===== src/rtl/core/mandel_pkg.sv =====
// Shared types and constants for the Mandelbrot escape-time pixel block.
// Holds field widths, reset values, register indexes and state encodings.
// Depends on nothing; compile it first.
package mandel_pkg;

  // Fixed widths of the item fields and the configuration port.
  localparam int COORD_W    = 16;
  localparam int CNT_W      = 10;
  localparam int CFG_DATA_W = 16;
  localparam int CFG_IDX_W  = 2;

  // Default fixed-point fraction bits and front-to-back queue depth.
  localparam int FRAC_BITS_DEF   = 28;
  localparam int QUEUE_DEPTH_DEF = 2;

  // Multiplier operand slice taken from the second factor per cycle.
  localparam int MUL_DIGIT = 17;

  // Register reset values.
  localparam logic [15:0] IMG_W_RST    = 16'd1024;
  localparam logic [15:0] IMG_H_RST    = 16'd768;
  localparam logic [9:0]  ITER_LIM_RST = 10'd150;

  // Register indexes on the configuration port.
  typedef enum logic [CFG_IDX_W-1:0] {
    CFG_IMAGE_WIDTH  = 2'd0,
    CFG_IMAGE_HEIGHT = 2'd1,
    CFG_ITER_LIMIT   = 2'd2
  } cfg_idx_e;

  // Configuration as seen by the front and back parts.
  typedef struct packed {
    logic [15:0] image_width;
    logic [15:0] image_height;
    logic [9:0]  iteration_limit;
  } cfg_t;

  // Front part: coordinate mapping with a bit-serial divider.
  typedef enum logic [1:0] {
    FE_IDLE,
    FE_DIV,
    FE_PUSH
  } front_state_e;

  // Back part: iteration of z = z*z + c.
  typedef enum logic [1:0] {
    BE_IDLE,
    BE_MUL,
    BE_UPD,
    BE_DONE
  } back_state_e;

endpackage


===== src/rtl/core/mandel_queue.sv =====
// Short first-in first-out queue that parts the front from the back.
// Register storage with a single read address; depends on mandel_pkg for the default depth.
module mandel_queue #(
  parameter int WIDTH = 66,
  parameter int DEPTH = mandel_pkg::QUEUE_DEPTH_DEF
) (
  input  logic             clk_i,
  input  logic             rst_ni,
  input  logic             in_valid_i,
  output logic             in_ready_o,
  input  logic [WIDTH-1:0] in_data_i,
  output logic             out_valid_o,
  input  logic             out_ready_i,
  output logic [WIDTH-1:0] out_data_o
);
  localparam int P_W = $clog2(DEPTH);
  localparam int C_W = $clog2(DEPTH + 1);

  logic [WIDTH-1:0] mem_q [DEPTH];
  logic [P_W-1:0]   wr_ptr_q, rd_ptr_q;
  logic [C_W-1:0]   cnt_q;
  logic             push, pop;

  assign in_ready_o  = (cnt_q != C_W'(DEPTH));
  assign out_valid_o = (cnt_q != '0);
  assign out_data_o  = mem_q[rd_ptr_q];
  assign push        = in_valid_i && in_ready_o;
  assign pop         = out_valid_o && out_ready_i;

  // Pointers and fill count.
  always_ff @(posedge clk_i or negedge rst_ni) begin
    if (!rst_ni) begin
      wr_ptr_q <= '0;
      rd_ptr_q <= '0;
      cnt_q    <= '0;
    end else begin
      if (push) begin
        wr_ptr_q <= (wr_ptr_q == P_W'(DEPTH - 1)) ? '0 : wr_ptr_q + 1'b1;
      end
      if (pop) begin
        rd_ptr_q <= (rd_ptr_q == P_W'(DEPTH - 1)) ? '0 : rd_ptr_q + 1'b1;
      end
      if (push && !pop) begin
        cnt_q <= cnt_q + 1'b1;
      end else if (pop && !push) begin
        cnt_q <= cnt_q - 1'b1;
      end
    end
  end

  // Entry storage.
  always_ff @(posedge clk_i) begin
    if (push) begin
      mem_q[wr_ptr_q] <= in_data_i;
    end
  end

endmodule


===== config.mk =====
export PLATFORM = sky130hd
export DESIGN_NAME = mandel_queue
export DESIGN_NICKNAME = d
export VERILOG_FILES = /design/src/rtl/core/mandel_pkg.sv /design/src/rtl/core/mandel_queue.sv
export SDC_FILE = /design/constraint.sdc
export NUM_CORES = 1
export LEC_CHECK = 0
export BUFFER_PORTS_ARGS = -buffer_cell sky130_fd_sc_hd__clkbuf_2
export CAP_MARGIN = 20
export CORE_ASPECT_RATIO = 0.8
export CORE_MARGIN = 2
export CORE_UTILIZATION = 43
export CTS_CLUSTER_SIZE = 10
export DETAILED_ROUTE_END_ITERATION = 10
export PLACE_DENSITY = 0.68
export SLEW_MARGIN = 20
export SYNTH_ARGS = -nofsm -noshare
export SYNTH_HDL_FRONTEND = slang
export SYNTH_SLANG_ARGS = --single-unit

===== constraint.sdc =====
create_clock -name clk_i -period 10.48 [get_ports clk_i]
set_input_delay 0 -clock clk_i [delete_from_list [all_inputs] [get_ports clk_i]]
set_output_delay 0 -clock clk_i [all_outputs]
set_load 0.05 [all_outputs]

==> run_results.csv <==
group,metric,value,unit
timing,finalSetupTns,0,ns
worst_hold_path,worstHoldPathType,"input pin to register",
critical_path,cp_max_fo,67,
power_and_ir_drop,power.density,317.9,nW/um2
drt,wire_per_inst,15.84,um
critical_path,critPathRequiredTime,10.48,ns
critical_path,worstReg2RegEnd,"mem_q[0][11]$_DFFE_PP_",
timing,setup_viol,0,
drt,num_vias,2786,
die,rows,35,
critical_path,crit_path_start_kind,"register",
synthesis,synth_top_family_by_area,"multiplexers",
layout,final_common_cell,"clkbuf_2",
worst_hold_path,hold_end,"mem_q[1][61]$_DFFE_PP_",
placed_design,dpl.hpwl,5551,um
cts,postCtsResizedCells,0,
synthesis,synth-compound-area-share,0,
die,io_pins,138,
power_and_ir_drop,p_leak,2.871,nW
critical_path,path_cells,"mux2_2 -> clkbuf_2",
cts,cts_buffer_depth,2,
timing,max_freq,0.4408,GHz
global_routing,grt_pass1_vias,2903,
synthesis,syn_area_per_cell,22.73,um2
critical_path,timing.rr.start,"cnt_q[0]$_DFFE_PN0P_",
cts,cts_tree,"built",
drt,drt-total-wl,9566,um
synthesis,synth-xor-area-share,0.008638,
global_routing,grt_max_degree,68,
cts,cts_root_buf,"clkbuf_16",
global_routing,grt_pass1_wl,14630,um
critical_path,crit_path_end_kind,"primary output",
timing,tightest_slew,1.087,ns
global_routing,overflow,0,
die,die_h,101.1,um
critical_path,critPathKind,"register to primary output",
worst_hold_path,min_from,"in_data_i[61]",
synthesis,synth_cell_types,16,
die,core,11520,um2
worst_hold_path,hold_depth,2,
synthesis,yosys.area_share.simple,0.006663,
synthesis,yosys.area_share.adder,0.002468,
power_and_ir_drop,peakVddDrop,0.0002075,V
die,die_width,125.4,um
cts,htree_levels,4,
synthesis,synth_mux_area_frac,0.1688,
critical_path,rr_worst_depth,4,
die,start_util,0.4402,
drt,drtIter0Drc,136,
timing,min_period_over_period,0.2165,
synthesis,ys_ff_latch,136,
cts,clk-insertion-delay-late,0.40,ns
critical_path,worstPathArrival,2.27,ns
flow_run,drv_cap,0,
cts,cts_inserted_buffers,17,
layout,layout_common_cells,"clkbuf_2, edfxtp_1, dlygate4sd3_1",
layout,area_delta_synth_final,42.30,%
layout,drive_gt1_frac,0.5219,
synthesis,netlist_instances,223,
placed_design,place_congestion,0.6927,
timing,grt_setup_unrepaired,"no",
synthesis,synth_nets,294,
timing,maxSlewHeadroom,0.2751,
placed_design,portBuffers,137,
cts,clkTransAtPathRegs,0.06,ns
layout,finish.utilization,0.6264,
synthesis,synth_sequential_area_ratio,0.8016,
critical_path,slowest_stage,"dfrtp_4",
synthesis,yosys_warnings,0,
layout,nets,515,
timing,fin_crit,2.268,ns
die,die_area,12680,um2
synthesis,synth_area,5070,um2
timing,drv_slew,0,
drt,ant_nets,0,
drt,firstDrtPassIters,4,
drt,drcViolationCount,0,
timing,holdWs,0.3281,ns
critical_path,slowest_delay,1.12,ns
timing,hold_viol_final,0,
layout,n_antenna_cell,0,
outcome,status,"finished clean",
power_and_ir_drop,p_total,2.293,mW
drt,routed_via_density,4.613,
cts,cts.sinks,136,
global_routing,antenna_found_initial,0,
critical_path,worst-r2r-setup-slack,8.50,ns
timing,finalClockSkew,0.01267,ns
global_routing,track_usage,0.1550,
worst max path at each step:
stage,from,endpoint,slack [ns]
after floorplan,cnt_q[0]$_DFFE_PN0P_,mem_q[0][0]$_DFFE_PP_,6.16
after global placement,cnt_q[0]$_DFFE_PN0P_,mem_q[0][18]$_DFFE_PP_,8.06
after detailed placement,cnt_q[0]$_DFFE_PN0P_,mem_q[0][23]$_DFFE_PP_,7.92
after CTS,cnt_q[0]$_DFFE_PN0P_,mem_q[0][41]$_DFFE_PP_,7.90
after global routing,rd_ptr_q$_DFFE_PN0P_,out_data_o[58],8.10
final,rd_ptr_q$_DFFE_PN0P_,out_data_o[58],8.21
power by group:
group | total [mW] | switching, mW | leakage (nW) | internal [mW]
combinational | 0.876 | 0.596 | 1.31 | 0.280
sequential | 0.838 | 0.0918 | 1.27 | 0.746
clock | 0.580 | 0.209 | 0.287 | 0.371
worst max-delay path: cells and delay by family, from the launching register on:
| kind | cells | cell delay, ns |
|---|---|---|
| buf+inv | 1 | 0.25 |
| flops | 1 | 1.12 |
| mux | 1 | 0.44 |
timing repair:
item,CTS,global route
hold buffers,70,0
endpoints found under the hold margin,138,0
buffers inserted,0,0
registers in the layout (all words and copies together), names as in the netlist:
name,count
rd_ptr_q,1
mem_q,132
wr_ptr_q,1
cnt_q,2
cell usage after synthesis (all sizes together):
library cell  number  area share
and3               1      0.0012
buf                7       0.011
dfrtp              4       0.020
edfxtp           132        0.78
ha                 1      0.0025
inv                1     0.00074
mux2              66        0.17
nand2              2      0.0015
nand2b             1      0.0012
nor2               2      0.0015
or2                1      0.0012
xnor2              3      0.0052
xor2               2      0.0035
cells by family after synthesis:
logic type | Yosys count
XOR/XNOR | 5
adder cells (fa/ha/maj) | 1
flip-flops | 136
AND/OR/NAND/NOR | 7
multiplexers | 66
buffers and inverters | 8
metal layers:
metal,track usage,part of all wire,up-vias
met5,0,0,-
met4,0.04957,0.0093,0
met3,0.06900,0.075,9
met2,0.2559,0.49,109
met1,0.1857,0.43,1349
li1,-,-,1319
metrics by stage:
step                      cells  cell area, um2  setup slack (ns)
final                       604            7214             8.212
after detailed placement    502            5908             7.917
after CTS                   603            7194             7.896
after global placement      502            5908             8.065
after floorplan             223            5070             6.160
after global routing        604            7214             8.096
layout make-up:
cell class / count / area (um2)
Inverter: 1 / 3.754
Tap cell: 148 / 185.2
Fill cell: 851 / 4303
Multi-Input combinational cell: 79 / 958.4
Clock inverter: 13 / 156.4
Timing Repair Buffer: 209 / 1414
Sequential cell: 136 / 4068
Clock buffer: 18 / 429.2
(Power assumes the default switching activity.)
