**src/rtl/core/mandel_pkg.sv**
```systemverilog
// Shared types and constants for the Mandelbrot escape-time pixel block.
// Holds field widths, reset values, register indexes and state encodings.
// Depends on nothing; compile it first.
package mandel_pkg;

  // Fixed widths of the item fields and the configuration port.
  localparam int COORD_W    = 16;
  localparam int CNT_W      = 10;
  localparam int CFG_DATA_W = 16;
  localparam int CFG_IDX_W  = 2;

  // Default fixed-point fraction bits and front-to-back queue depth.
  localparam int FRAC_BITS_DEF   = 28;
  localparam int QUEUE_DEPTH_DEF = 2;

  // Multiplier operand slice taken from the second factor per cycle.
  localparam int MUL_DIGIT = 17;

  // Register reset values.
  localparam logic [15:0] IMG_W_RST    = 16'd1024;
  localparam logic [15:0] IMG_H_RST    = 16'd768;
  localparam logic [9:0]  ITER_LIM_RST = 10'd150;

  // Register indexes on the configuration port.
  typedef enum logic [CFG_IDX_W-1:0] {
    CFG_IMAGE_WIDTH  = 2'd0,
    CFG_IMAGE_HEIGHT = 2'd1,
    CFG_ITER_LIMIT   = 2'd2
  } cfg_idx_e;

  // Configuration as seen by the front and back parts.
  typedef struct packed {
    logic [15:0] image_width;
    logic [15:0] image_height;
    logic [9:0]  iteration_limit;
  } cfg_t;

  // Front part: coordinate mapping with a bit-serial divider.
  typedef enum logic [1:0] {
    FE_IDLE,
    FE_DIV,
    FE_PUSH
  } front_state_e;

  // Back part: iteration of z = z*z + c.
  typedef enum logic [1:0] {
    BE_IDLE,
    BE_MUL,
    BE_UPD,
    BE_DONE
  } back_state_e;

endpackage

```
**src/rtl/core/mandel_if.sv**
```systemverilog
// Valid/ready channel interfaces for pixel items and result items.
// Depends on mandel_pkg for the field widths.
interface mandel_pix_if;
  import mandel_pkg::*;

  logic               valid;
  logic               ready;
  logic [COORD_W-1:0] pixel_x;
  logic [COORD_W-1:0] pixel_y;

  modport source (output valid, output pixel_x, output pixel_y, input ready);
  modport sink (input valid, input pixel_x, input pixel_y, output ready);
endinterface


```
**src/rtl/core/mandel_front.sv**
```systemverilog
// Front part: accepts a pixel item and maps it to the complex point c.
// Both axes run a restoring divider in parallel, one quotient bit per cycle.
// Depends on mandel_pkg and mandel_if.
module mandel_front #(
  parameter int FRAC_BITS = mandel_pkg::FRAC_BITS_DEF
) (
  input  logic                      clk_i,
  input  logic                      rst_ni,
  input  mandel_pkg::cfg_t          cfg_i,
  mandel_pix_if.sink                pix_i,
  output logic                      pt_valid_o,
  input  logic                      pt_ready_i,
  output logic signed [FRAC_BITS+4:0] c_re_o,
  output logic signed [FRAC_BITS+4:0] c_im_o
);
  import mandel_pkg::*;

  localparam int Z_W   = FRAC_BITS + 5;
  localparam int Q_W   = FRAC_BITS + 2;
  localparam int M_W   = FRAC_BITS + 3;
  localparam int STEPS = FRAC_BITS + 2;
  localparam int S_W   = $clog2(STEPS);
  localparam logic [M_W-1:0] SAT_MAG = {3'b100, {FRAC_BITS{1'b0}}};

  front_state_e state_q, state_d;
  logic [S_W-1:0] step_q;

  // Per-axis divider state: lane 0 is x, lane 1 is y.
  logic [15:0]    rem_q  [2];
  logic [Q_W-1:0] quo_q  [2];
  logic           nlsb_q [2];
  logic           neg_q  [2];
  logic           zero_q [2];
  logic           sat_q  [2];

  logic [15:0]    pos     [2];
  logic [15:0]    ctr     [2];
  logic [17:0]    diff    [2];
  logic [17:0]    absd    [2];
  logic [16:0]    mag_in  [2];
  logic           bit_in  [2];
  logic [16:0]    trial   [2];
  logic           ge      [2];
  logic [16:0]    rem_nx  [2];
  logic [M_W-1:0] mag_out [2];
  logic [Z_W-1:0] ext     [2];
  logic [Z_W-1:0] cval    [2];

  // Offset from the center, its magnitude, and one divider step per lane.
  always_comb begin
    pos[0] = pix_i.pixel_x;
    pos[1] = pix_i.pixel_y;
    ctr[0] = cfg_i.image_width;
    ctr[1] = cfg_i.image_height;
    for (int l = 0; l < 2; l++) begin
      diff[l]   = {1'b0, pos[l], 1'b0} - {2'b00, ctr[l]};
      absd[l]   = diff[l][17] ? (18'd0 - diff[l]) : diff[l];
      mag_in[l] = absd[l][16:0];
      bit_in[l] = (step_q == '0) ? nlsb_q[l] : 1'b0;
      trial[l]  = {rem_q[l], bit_in[l]};
      ge[l]     = trial[l] >= {1'b0, cfg_i.image_width};
      rem_nx[l] = ge[l] ? (trial[l] - {1'b0, cfg_i.image_width}) : trial[l];
      // Zero offset maps to zero; a far offset saturates to four.
      mag_out[l] = zero_q[l] ? '0 : (sat_q[l] ? SAT_MAG : {1'b0, quo_q[l]});
      ext[l]     = Z_W'(mag_out[l]);
      cval[l]    = neg_q[l] ? (Z_W'(0) - ext[l]) : ext[l];
    end
  end

  assign c_re_o = cval[0];
  assign c_im_o = cval[1];

  // State register.
  always_ff @(posedge clk_i or negedge rst_ni) begin
    if (!rst_ni) begin
      state_q <= FE_IDLE;
      step_q  <= '0;
    end else begin
      state_q <= state_d;
      if (state_q == FE_DIV) begin
        step_q <= step_q + 1'b1;
      end else begin
        step_q <= '0;
      end
    end
  end

  // Next state and handshake outputs.
  always_comb begin
    state_d     = state_q;
    pix_i.ready = 1'b0;
    pt_valid_o  = 1'b0;
    case (state_q)
      FE_IDLE: begin
        pix_i.ready = 1'b1;
        if (pix_i.valid) begin
          state_d = FE_DIV;
        end
      end
      FE_DIV: begin
        if (step_q == S_W'(STEPS - 1)) begin
          state_d = FE_PUSH;
        end
      end
      FE_PUSH: begin
        pt_valid_o = 1'b1;
        if (pt_ready_i) begin
          state_d = FE_IDLE;
        end
      end
      default: state_d = FE_IDLE;
    endcase
  end

  // Divider datapath: load on accept, shift in one quotient bit per step.
  always_ff @(posedge clk_i) begin
    for (int l = 0; l < 2; l++) begin
      if (state_q == FE_IDLE && pix_i.valid) begin
        rem_q[l]  <= mag_in[l][16:1];
        nlsb_q[l] <= mag_in[l][0];
        neg_q[l]  <= diff[l][17];
        zero_q[l] <= (mag_in[l] == '0);
        sat_q[l]  <= (mag_in[l] >= {cfg_i.image_width, 1'b0});
      end else if (state_q == FE_DIV) begin
        rem_q[l] <= rem_nx[l][15:0];
        quo_q[l] <= {quo_q[l][Q_W-2:0], ge[l]};
      end
    end
  end

endmodule

```
**src/flat_wrapper.sv**
```systemverilog
// flat-port wrapper written by rule: the top's interface ports become plain ports
module mandel_front_flat import mandel_pkg::*;
#(
  parameter int FRAC_BITS = mandel_pkg::FRAC_BITS_DEF
)
  (clk_i, rst_ni, cfg_i, pt_valid_o, pt_ready_i, c_re_o, c_im_o, pix_i_valid, pix_i_pixel_x, pix_i_pixel_y, pix_i_ready);
  mandel_pix_if pix_i_i ();
  input  logic clk_i;
  input  logic rst_ni;
  input  mandel_pkg::cfg_t cfg_i;
  output logic pt_valid_o;
  input  logic pt_ready_i;
  output logic signed [FRAC_BITS+4:0] c_re_o;
  output logic signed [FRAC_BITS+4:0] c_im_o;
  input wire logic [$bits(pix_i_i.valid)-1:0] pix_i_valid;
  input wire logic [$bits(pix_i_i.pixel_x)-1:0] pix_i_pixel_x;
  input wire logic [$bits(pix_i_i.pixel_y)-1:0] pix_i_pixel_y;
  output wire logic [$bits(pix_i_i.ready)-1:0] pix_i_ready;
  assign pix_i_i.valid = pix_i_valid;
  assign pix_i_i.pixel_x = pix_i_pixel_x;
  assign pix_i_i.pixel_y = pix_i_pixel_y;
  assign pix_i_ready = pix_i_i.ready;
  mandel_front #(.FRAC_BITS(FRAC_BITS)) u_core (.clk_i(clk_i), .rst_ni(rst_ni), .cfg_i(cfg_i), .pix_i(pix_i_i), .pt_valid_o(pt_valid_o), .pt_ready_i(pt_ready_i), .c_re_o(c_re_o), .c_im_o(c_im_o));
endmodule
```
**config.mk**
```make
export PLATFORM = sky130hd
export DESIGN_NAME = mandel_front_flat
export DESIGN_NICKNAME = d
export VERILOG_FILES = /design/src/rtl/core/mandel_pkg.sv /design/src/rtl/core/mandel_if.sv /design/src/rtl/core/mandel_front.sv /design/src/flat_wrapper.sv
export SDC_FILE = /design/constraint.sdc
export NUM_CORES = 1
export LEC_CHECK = 0
export BUFFER_PORTS_ARGS = -buffer_cell sky130_fd_sc_hd__clkbuf_2
export CAP_MARGIN = 20
export CORE_UTILIZATION = 40
export DETAILED_ROUTE_END_ITERATION = 10
export GPL_TIMING_DRIVEN = 0
export PLACE_DENSITY = 0.62
export SKIP_CTS_REPAIR_TIMING = 1
export SLEW_MARGIN = 40
export SYNTH_ARGS = -nofsm -noshare
export SYNTH_HDL_FRONTEND = slang
export SYNTH_SLANG_ARGS = --single-unit
export TNS_END_PERCENT = 20
```
**constraint.sdc**
```tcl
create_clock -name clk_i -period 5.13 [get_ports clk_i]
set_input_delay 0.2565 -clock clk_i [delete_from_list [all_inputs] [get_ports clk_i]]
set_output_delay 0.2565 -clock clk_i [all_outputs]
set_load 0.02 [all_outputs]
```
==> flow_summary.ini, run 1 <==
[status]
outcome = complete, no violations

[floorplan]
die_w_um = 163
dieArea_sq_um = 26500
core-area_sq_um = 25300
placement_rows = 58
start_util = 0.410
io_pins = 146
fp.dieH_um = 163

[cells_and_area]
diodes = 0
stdcell_count = 1685
fillers = 2513
nets = 1532
syn2layout_area_growth_pct = 14.3
drive_gt1_frac = 0.144

[yosys]
syn_area_sq_um = 10300
synth.top_cell.area_share = 0.290
synth_largest_area_cell = edfxtp_1
syn_nets = 1383
synth_seq_cells = 107
syn-instance-count = 1201
yosys-top-cells-area = edfxtp_1 29%, ha_1 12%, xor2_1 5.8%
async_flop_share = 0.0654
avgSynthCellArea_sq_um = 8.61
synth_edf_count = 100
ys.flop_type = edfxtp_1
yosysSeqAreaShare = 0.307
ys_warn_count = 0
synth_most_common_cell = nor2_1
synth_common_cells = 136 x nor2_1, 100 x a21oi_1, 100 x edfxtp_1, 100 x ha_1, 95 x nand2_1
ys_types = 79

[drt]
routed_via_density = 5.49
drt_pass1_iterations = 5
ant_nets = 0
wl_mm = 26.4
drt_iter0_markers = 533
drc = 0
dr_total_vias = 9246
wl_per_cell_um = 15.7

[grt]
overflow = 0
grt_pass1_wl_mm = 42.6
grt.total_usage = 0.200
grt-busiest-layer = met2
use_met3 = 0.0257
grt_use_met2 = 0.335
antenna_found_initial = 0
use_met1 = 0.273
grt_pass1_vias = 8522
grt_start_max_net_pins = 41

[worst_setup_path]
path_delay_family = compound AO/OA/AOI/OAI gates
path_buf_inv = 5
crit_chain = clkbuf_2 > inv_1 > ha_1 > nor2b_1 > o31ai_1 > a21oi_2 > o31a_4 > o21a_4 > inv_1 > buf_2 > nand2_1 > xnor2_1 > ha_1 > inv_1 > o21ai_0 > a21o_1 > a21o_1 > a21o_1 > a21oi_1 > nor2b_1 > o211ai_1 > a21oi_1 > a2111oi_0 > o21ai_0
crit_type = in2reg
r2r_cells = 17
cp_slowest_stage_delay_ps = 500
arrival_ps = 4600
crit_slowest_cell = a2111oi_0
cp_max_fo = 10
start_kind = primary input
crit_path_end_kind = register
crit_cells = 24
worstPathRequired_ps = 5210

[power]
p_per_area_nw_per_um2 = 518
switchingPower_w = 0.00278
seqPwrFrac = 0.331
p_leak_nw = 5.03
combPwrFrac = 0.545
ir_drop_mv = 0.249
swShare = 0.454
intPower_w = 0.00334
clkPwrFrac = 0.124

[clock_network]
clock_sink_count = 107
ctsRootBufferMaster = clkbuf_16
clockBufferDepth = 2
clock_latency_ps = 360
cts_buffers = 9
cts.clk_slew.worst_paths_ps = 70
htreeDepth = 3
cts_tree = yes

[worst_hold_path]
holdPathStages = 3
worstHoldPathType = in2reg

[placed_design]
io_buffer_count = 135
dp.final_hpwl_mm = 20.7
gp_congestion = 0.856
post-place-cells = 1667

[timing]
maxSlewViolCount = 0
min_period_ps = 4510
setup-tns-final_ps = 0
fmax_ghz = 0.222
relSlewSlack = 0.508
hold_violations = 0
worst_slew_pin_slew_ps = 731
setup_viol = 0
rsz0062_at_grt = false
fin_crit_sh = 0.880
finClkSkew_ps = 9.18

[run]
max_cap_viol_count = 0
worst paths after layout:
path	start	to	slack, ps
max in group asynchronous	rst_ni	u_core.step_q[1]	4690
hold reg to reg	u_core.quo_q[0][1]	u_core.quo_q[0][2]	510
setup / recovery	cfg_i[11]	u_core.sat_q[0][1]	620
hold / removal	pt_ready_i	u_core.state_q[1]	160
setup reg to reg	u_core.step_q[0]	u_core.rem_q[1][1]	810
min in group asynchronous	rst_ni	u_core.state_q[0]	270
power groups by stage:
stage / combinational, W / clock [W] / sequential (W)
after floorplan: 0.00255 / 0 / 0.00190
after CTS: 0.00334 / 0.000784 / 0.00202
final: 0.00334 / 0.000757 / 0.00203
after detailed placement: 0.00332 / 0 / 0.00204
after global placement: 0.00325 / 0 / 0.00204
after global routing: 0.00374 / 0.000814 / 0.00210
kinds of logic (layout without fill, tap and decap cells):
| kind of cell | Yosys count | count (layout) | synth area share |
|---|---|---|---|
| AOI/OAI and AO/OA | 343 | 343 | 0.220 |
| and+or+nand+nor | 413 | 413 | 0.196 |
| muxes | 8 | 8 | 0.00774 |
| xor gates and xnor gates | 114 | 114 | 0.0965 |
| buffers and inverters | 112 | 266 | 0.0434 |
| adders and majority gates | 104 | 104 | 0.129 |
| DFF | 107 | 107 | 0.307 |
state kept, by name, indices dropped and copies added (netlist names):
register	cells
u_core.sat_q	2
u_core.zero_q	2
u_core.step_q	5
u_core.quo_q	60
u_core.nlsb_q	2
u_core.rem_q	32
u_core.state_q	2
u_core.neg_q	2
through the flow:
step	total power [W]	utilization	cell area [sq um]	setup WS [ps]	hold slack (ps)
finish	0.00613	0.468	11800	617	158
global route	0.00665	0.468	11800	165	166
CTS	0.00615	0.467	11800	579	-286
detailed placement	0.00535	0.454	11500	247	104
global placement	0.00529	0.453	11400	242	105
floorplan	0.00445	-	10300	1040	-39.1
worst register-to-register path, delay by kind of cell (launching register included):
| kind | cells | cell delay (ps) |
|---|---|---|
| AOI/OAI and AO/OA | 8 | 1780 |
| buffers and inverters | 3 | 890 |
| and+or+nand+nor | 4 | 610 |
| DFF | 1 | 410 |
| adders and majority gates | 2 | 380 |
cell type report:
class                           instances  area, sq um  area share
Clock buffer                            9          225      0.0190
Clock inverter                          7          103     0.00868
Inverter                               72          270      0.0229
Buffer                                 40          183      0.0155
Tap cell                              330          413      0.0349
Multi-Input combinational cell        982         6740       0.570
Timing Repair Buffer                  138          711      0.0601
Sequential cell                       107         3180       0.269
per-layer routing:
layer  part of all wire  wire (um)  vias up
li1                   -          -     4701
met1               0.47      12500     4319
met2               0.47      12400      200
met3              0.041       1080       26
met4              0.014        372        0
met5                  0          0        -
cell usage in the layout (no fill, tap or decap), types with 19 or more instances in the layout:
cell type / count
clkbuf_2: 137
nor2_1: 136
a21oi_1: 100
ha_1: 100
edfxtp_1: 100
nand2_1: 94
inv_1: 70
xor2_1: 68
o21ai_0: 65
xnor2_1: 46
nor3_1: 32
clkbuf_1: 28
o21a_1: 23
a21o_1: 22
nand2b_1: 20
nor2b_1: 19
No activity file was read; power rests on OpenSTA's default activity.
==> run 2: changes to the inputs <==
--- a/config.mk
+++ b/config.mk
@@ -7,10 +7,10 @@
 export LEC_CHECK = 0
 export BUFFER_PORTS_ARGS = -buffer_cell sky130_fd_sc_hd__clkbuf_2
 export CAP_MARGIN = 20
-export CORE_UTILIZATION = 40
+export CORE_UTILIZATION = 59
 export DETAILED_ROUTE_END_ITERATION = 10
 export GPL_TIMING_DRIVEN = 0
-export PLACE_DENSITY = 0.62
+export PLACE_DENSITY = 0.85
 export SKIP_CTS_REPAIR_TIMING = 1
 export SLEW_MARGIN = 40
 export SYNTH_ARGS = -nofsm -noshare
==> run 2 against run 1 <==
- final cell count decreased by 6.3%
- cell area shrank 1.0%
- sequential share of layout area grew 0.28 points
- first-iteration DRC count rose by 58%
- die area fell by 32%
- largest cell class unchanged
- the flow now finishes with violations (design-rule violations)
- maximum frequency down 2.0%
- sequential cell count unchanged
==> flow_summary.ini, run 2 (synthesis gave the netlist of run 1 again) <==
[timing]
setup_ws_ps = 523
relSlewSlack = 0.473
fin_crit_sh = 0.898
fmax_ghz = 0.217
rsz0062_at_grt = false
worst_slew_pin_slew_ps = 791
setup_viol = 0
whs_ps = 147
hold_violations = 0
setup-tns-final_ps = 0
maxSlewViolCount = 0
finClkSkew_ps = 8.20
min_period_ps = 4610

[cells_and_area]
utilization = 0.679
syn2layout_area_growth_pct = 13.1
diodes = 0
largest_reg_flops = 60
fillers = 1436
top_register = u_core.quo_q
nets = 1531
drive_gt1_frac = 0.143
top_regs = u_core.quo_q: 60 flops, u_core.rem_q: 32 flops, u_core.step_q: 5 flops
layout_common_cells = 136 x nor2_1, 136 x clkbuf_2, 100 x a21oi_1, 100 x ha_1, 100 x edfxtp_1

[worst_setup_path]
worstPathRequired_ps = 5220
crit_chain = clkbuf_2 > inv_1 > ha_1 > nor2b_1 > o31ai_1 > a21oi_2 > o31a_4 > o21a_4 > inv_1 > buf_2 > nand2_1 > xnor2_1 > ha_1 > inv_1 > o21ai_0 > a21o_1 > a21o_1 > a21o_1 > a21oi_1 > nor2b_1 > o211ai_1 > a21oi_1 > a2111oi_0 > o21ai_0
crit_type = in2reg
crit_path_end_kind = register
start_kind = primary input
arrival_ps = 4690
crit_slowest_cell = a2111oi_0
cp_slowest_stage_delay_ps = 570
cp_max_fo = 10
r2r_slack_ps = 780

[floorplan]
start_util = 0.600
fp.dieH_um = 134
die_w_um = 134
dieArea_sq_um = 18100
core-area_sq_um = 17200
io_pins = 146
placement_rows = 48

[drt]
drt_pass1_iterations = 10
dr_total_vias = 9677
wl_per_cell_um = 16.4
ant_nets = 0
routed_via_density = 6.13
drc = 1
drt_iter0_markers = 843
wl_mm = 25.9

[grt]
overflow = 0
grt.total_usage = 0.289
grt_pass1_vias = 8823
antenna_found_initial = 0
grt_start_max_net_pins = 44
grt_pass1_wl_mm = 42.1

[power]
p_leak_nw = 5.03
ir_drop_mv = 0.356
p_per_area_nw_per_um2 = 533
total_power_w = 0.00624

[placed_design]
gp_congestion = 0.923
place_ws_ps = 293
io_buffer_count = 135
dp.final_hpwl_mm = 19.7

[clock_network]
cts_buffers = 9
htreeDepth = 3
clock_sink_count = 107
cts.clk_slew.worst_paths_ps = 80
clockBufferDepth = 2
ctsRootBufferMaster = clkbuf_16
clock_latency_ps = 360
cts_tree = yes

[status]
violations = design-rule violations
outcome = finished with violations

[worst_hold_path]
worstHoldPathType = in2reg

[run]
max_cap_viol_count = 0
## run 2: path summary, 6_finish.rpt
kind / start / endpoint / depth (start not counted)
max in group asynchronous: rst_ni / u_core.step_q[2] / 2
min reg2reg: u_core.quo_q[0][25] / u_core.quo_q[0][26] / 0
max: cfg_i[11] / u_core.sat_q[0][1] / 24
max reg2reg: u_core.step_q[0] / u_core.rem_q[1][14] / 17
min in group asynchronous: rst_ni / u_core.state_q[1] / 2
min: pt_ready_i / u_core.state_q[1] / 3
## run 2: area by class of cell
cell class | instances | area [sq um] | share of cell area
tap | 225 | 282 | 0.0241
clock buffer | 9 | 225 | 0.0192
buffer | 40 | 183 | 0.0156
timing repair buffer | 137 | 706 | 0.0603
multi-input combinational | 982 | 6740 | 0.576
sequential | 107 | 3180 | 0.272
clock inverter | 7 | 119 | 0.0102
inverter | 72 | 270 | 0.0231
## run 2: worst max-delay path, delay by kind of cell
family                   cells  cell delay (ps)
XOR/XNOR                     1              210
buffers and inverters        5              500
AO/OA/AOI/OAI               13             2850
AND/OR/NAND/NOR              3              320
adder cells (fa/ha/maj)      2              550
## run 2: report_power, final
part           switching [W]  leakage (nW)  internal, W
logic                0.00205          3.76      0.00135
clock network       0.000361         0.167     0.000442
registers           0.000432          1.10      0.00160
total                0.00285          5.03      0.00339
## run 2: routing by layer
layer / vias up / wire length, um / track usage
met5: - / 0 / 0
met4: 0 / 590 / 0.0980
met3: 47 / 1610 / 0.0389
met2: 379 / 12400 / 0.484
met1: 4549 / 11300 / 0.384
li1: 4702 / - / -
## run 2: per-stage QoR
stage	area, sq um	std cells
floorplan	10300	1201
global placement	11300	1561
detailed placement	11300	1562
CTS	11700	1578
global route	11700	1579
finish	11700	1579
==> run 3: changes to the inputs <==
==> constraint.sdc (replaced) <==
create_clock -name clk_i -period 5.13 [get_ports clk_i]
set_input_delay 0.7695 -clock clk_i [delete_from_list [all_inputs] [get_ports clk_i]]
set_output_delay 0.7695 -clock clk_i [all_outputs]
set_load 0.02 [all_outputs]
==> run 3 against run 2 <==
- the flow still finishes with violations (design-rule violations)
- combinational power about the same
- clock power decreased by 0.6%
- clock skew decreased by 0.96 ps
- worst setup slack got worse by 250 ps
- total power increased by 0.10%
- register-to-register slack about the same
- final cell count about the same
- maximum frequency decreased by 5.1%
- wire length increased by 0.27%
- utilization about the same
- highest routed layer unchanged
==> flow_summary.ini, run 3 (synthesis gave the netlist of run 1 again) <==
[status]
outcome = finished with violations
violations = design-rule violations

[drt]
drc = 1
ant_nets = 0
drt_pass1_iterations = 8
dr_total_vias = 9645
wl_per_cell_um = 16.5
wl_mm = 26.0
drt_iter0_markers = 815
routed_via_density = 6.11

[timing]
setup_viol = 0
worst_slew_pin_slew_ps = 779
relSlewSlack = 0.480
maxSlewViolCount = 0
fmax_ghz = 0.206
whs_ps = 229
rsz0062_at_grt = false
finClkSkew_ps = 7.24
min_period_ps = 4850
hold_violations = 0
fin_crit_sh = 0.946

[clock_network]
clock_latency_ps = 360
htreeDepth = 3
ctsRootBufferMaster = clkbuf_16
clock_sink_count = 107
cts_buffers = 9
clockBufferDepth = 2
cts_tree = yes
cts.clk_slew.worst_paths_ps = 70

[worst_hold_path]
worstHoldPathType = in2async

[cells_and_area]
nets = 1530
syn2layout_area_growth_pct = 13.2
stdcell_area_sq_um = 11700
utilization = 0.679
largest_reg_flops = 60
fillers = 1435
top_register = u_core.quo_q
drive_gt1_frac = 0.145
diodes = 0
stdcell_count = 1578
layout_common_cells = 136 x nor2_1, 136 x clkbuf_2, 100 x a21oi_1, 100 x ha_1, 100 x edfxtp_1
top_regs = u_core.quo_q: 60 flops, u_core.rem_q: 32 flops, u_core.step_q: 5 flops

[floorplan]
io_pins = 146
core-area_sq_um = 17200
start_util = 0.600
die_w_um = 134
placement_rows = 48
dieArea_sq_um = 18100
fp.dieH_um = 134

[power]
p_per_area_nw_per_um2 = 533
ir_drop_mv = 0.356
total_power_w = 0.00624
p_leak_nw = 5.03

[worst_setup_path]
worstPathRequired_ps = 5230
crit_chain = clkbuf_2 > inv_1 > ha_1 > nor2b_1 > o31ai_1 > a21oi_2 > o31a_4 > o21a_4 > inv_1 > clkbuf_4 > nand2_1 > xnor2_1 > ha_1 > inv_1 > o21ai_0 > a21o_1 > a21o_1 > a21o_1 > a21oi_1 > nor2b_1 > o211ai_1 > a21oi_1 > a2111oi_2 > o21ai_0
path_delay_family = compound AO/OA/AOI/OAI gates
path_buf_inv = 5
cp_max_fo = 10
arrival_ps = 4960
crit_slowest_cell = a2111oi_2
crit_type = in2reg
crit_path_end_kind = register
start_kind = primary input
cp_slowest_stage_delay_ps = 380

[grt]
grt_pass1_vias = 8811
grt_pass1_wl_mm = 42.1
overflow = 0
grt_start_max_net_pins = 44
grt.total_usage = 0.289
antenna_found_initial = 0

[placed_design]
post-place-cells = 1562
io_buffer_count = 135
gp_congestion = 0.923
placed_cell_area_sq_um = 11300
dp.final_hpwl_mm = 19.7

[run]
max_cap_viol_count = 0
[run 3: worst paths after layout]
check / start / slack (ps) / depth (start not counted) / to
setup reg to reg: u_core.step_q[0] / 770 / 17 / u_core.rem_q[1][1]
hold / removal: rst_ni / 230 / 1 / u_core.state_q[1]
setup / recovery: cfg_i[11] / 280 / 24 / u_core.sat_q[0][1]
min in group clk_i: u_core.quo_q[0][25] / 510 / 0 / u_core.quo_q[0][26]
max in group asynchronous: rst_ni / 4740 / 1 / u_core.step_q[1]
hold reg to reg: u_core.quo_q[0][25] / 510 / 0 / u_core.quo_q[0][26]
[run 3: stage by stage]
stage	setup TNS, ps	worst slack [ps]
after global placement	-160	-160
final	0	276
after floorplan	0	528
after detailed placement	-220	-220
after CTS	0	123
after global routing	0	16.7
[run 3: power breakdown]
part / internal [W] / total (W) / switching, W / leakage (nW)
clock network: 0.000442 / 0.000798 / 0.000356 / 0.167
logic: 0.00135 / 0.00341 / 0.00206 / 3.76
registers: 0.00160 / 0.00203 / 0.000433 / 1.10
total: 0.00339 / 0.00624 / 0.00285 / 5.03
[run 3: routing by layer]
metal | routed length (um) | GRT usage | up-vias
li1 | - | - | 4704
met1 | 11300 | 0.384 | 4532
met2 | 12400 | 0.484 | 358
met3 | 1590 | 0.0393 | 51
met4 | 645 | 0.0993 | 0
met5 | 0 | 0 | -
[run 3: worst register-to-register path, cell delays in order, from the launching register on]
cell and delay (ps):
dfrtp_1 420, inv_1 60, ha_1 190, nor4b_2 200, nand2_1 120, ha_1 180, nor2b_1 50, o21ai_0 230
a21oi_1 160, o21a_1 210, o21ai_1 270, o21ai_0 210, and4_1 240, a2111oi_0 470, clkbuf_1 500, buf_2 350
o211ai_1 130, o21a_1 110
[run 3: final cells by class]
type / instances / area, sq um / area share
multi-input cells: 982 / 6750 / 0.577
flip-flops and latches: 107 / 3180 / 0.271
plain buffers: 40 / 185 / 0.0158
inverters: 72 / 270 / 0.0231
well taps: 225 / 282 / 0.0240
clock inverters: 7 / 119 / 0.0102
repair buffers: 136 / 696 / 0.0594
clock buffers: 9 / 225 / 0.0192
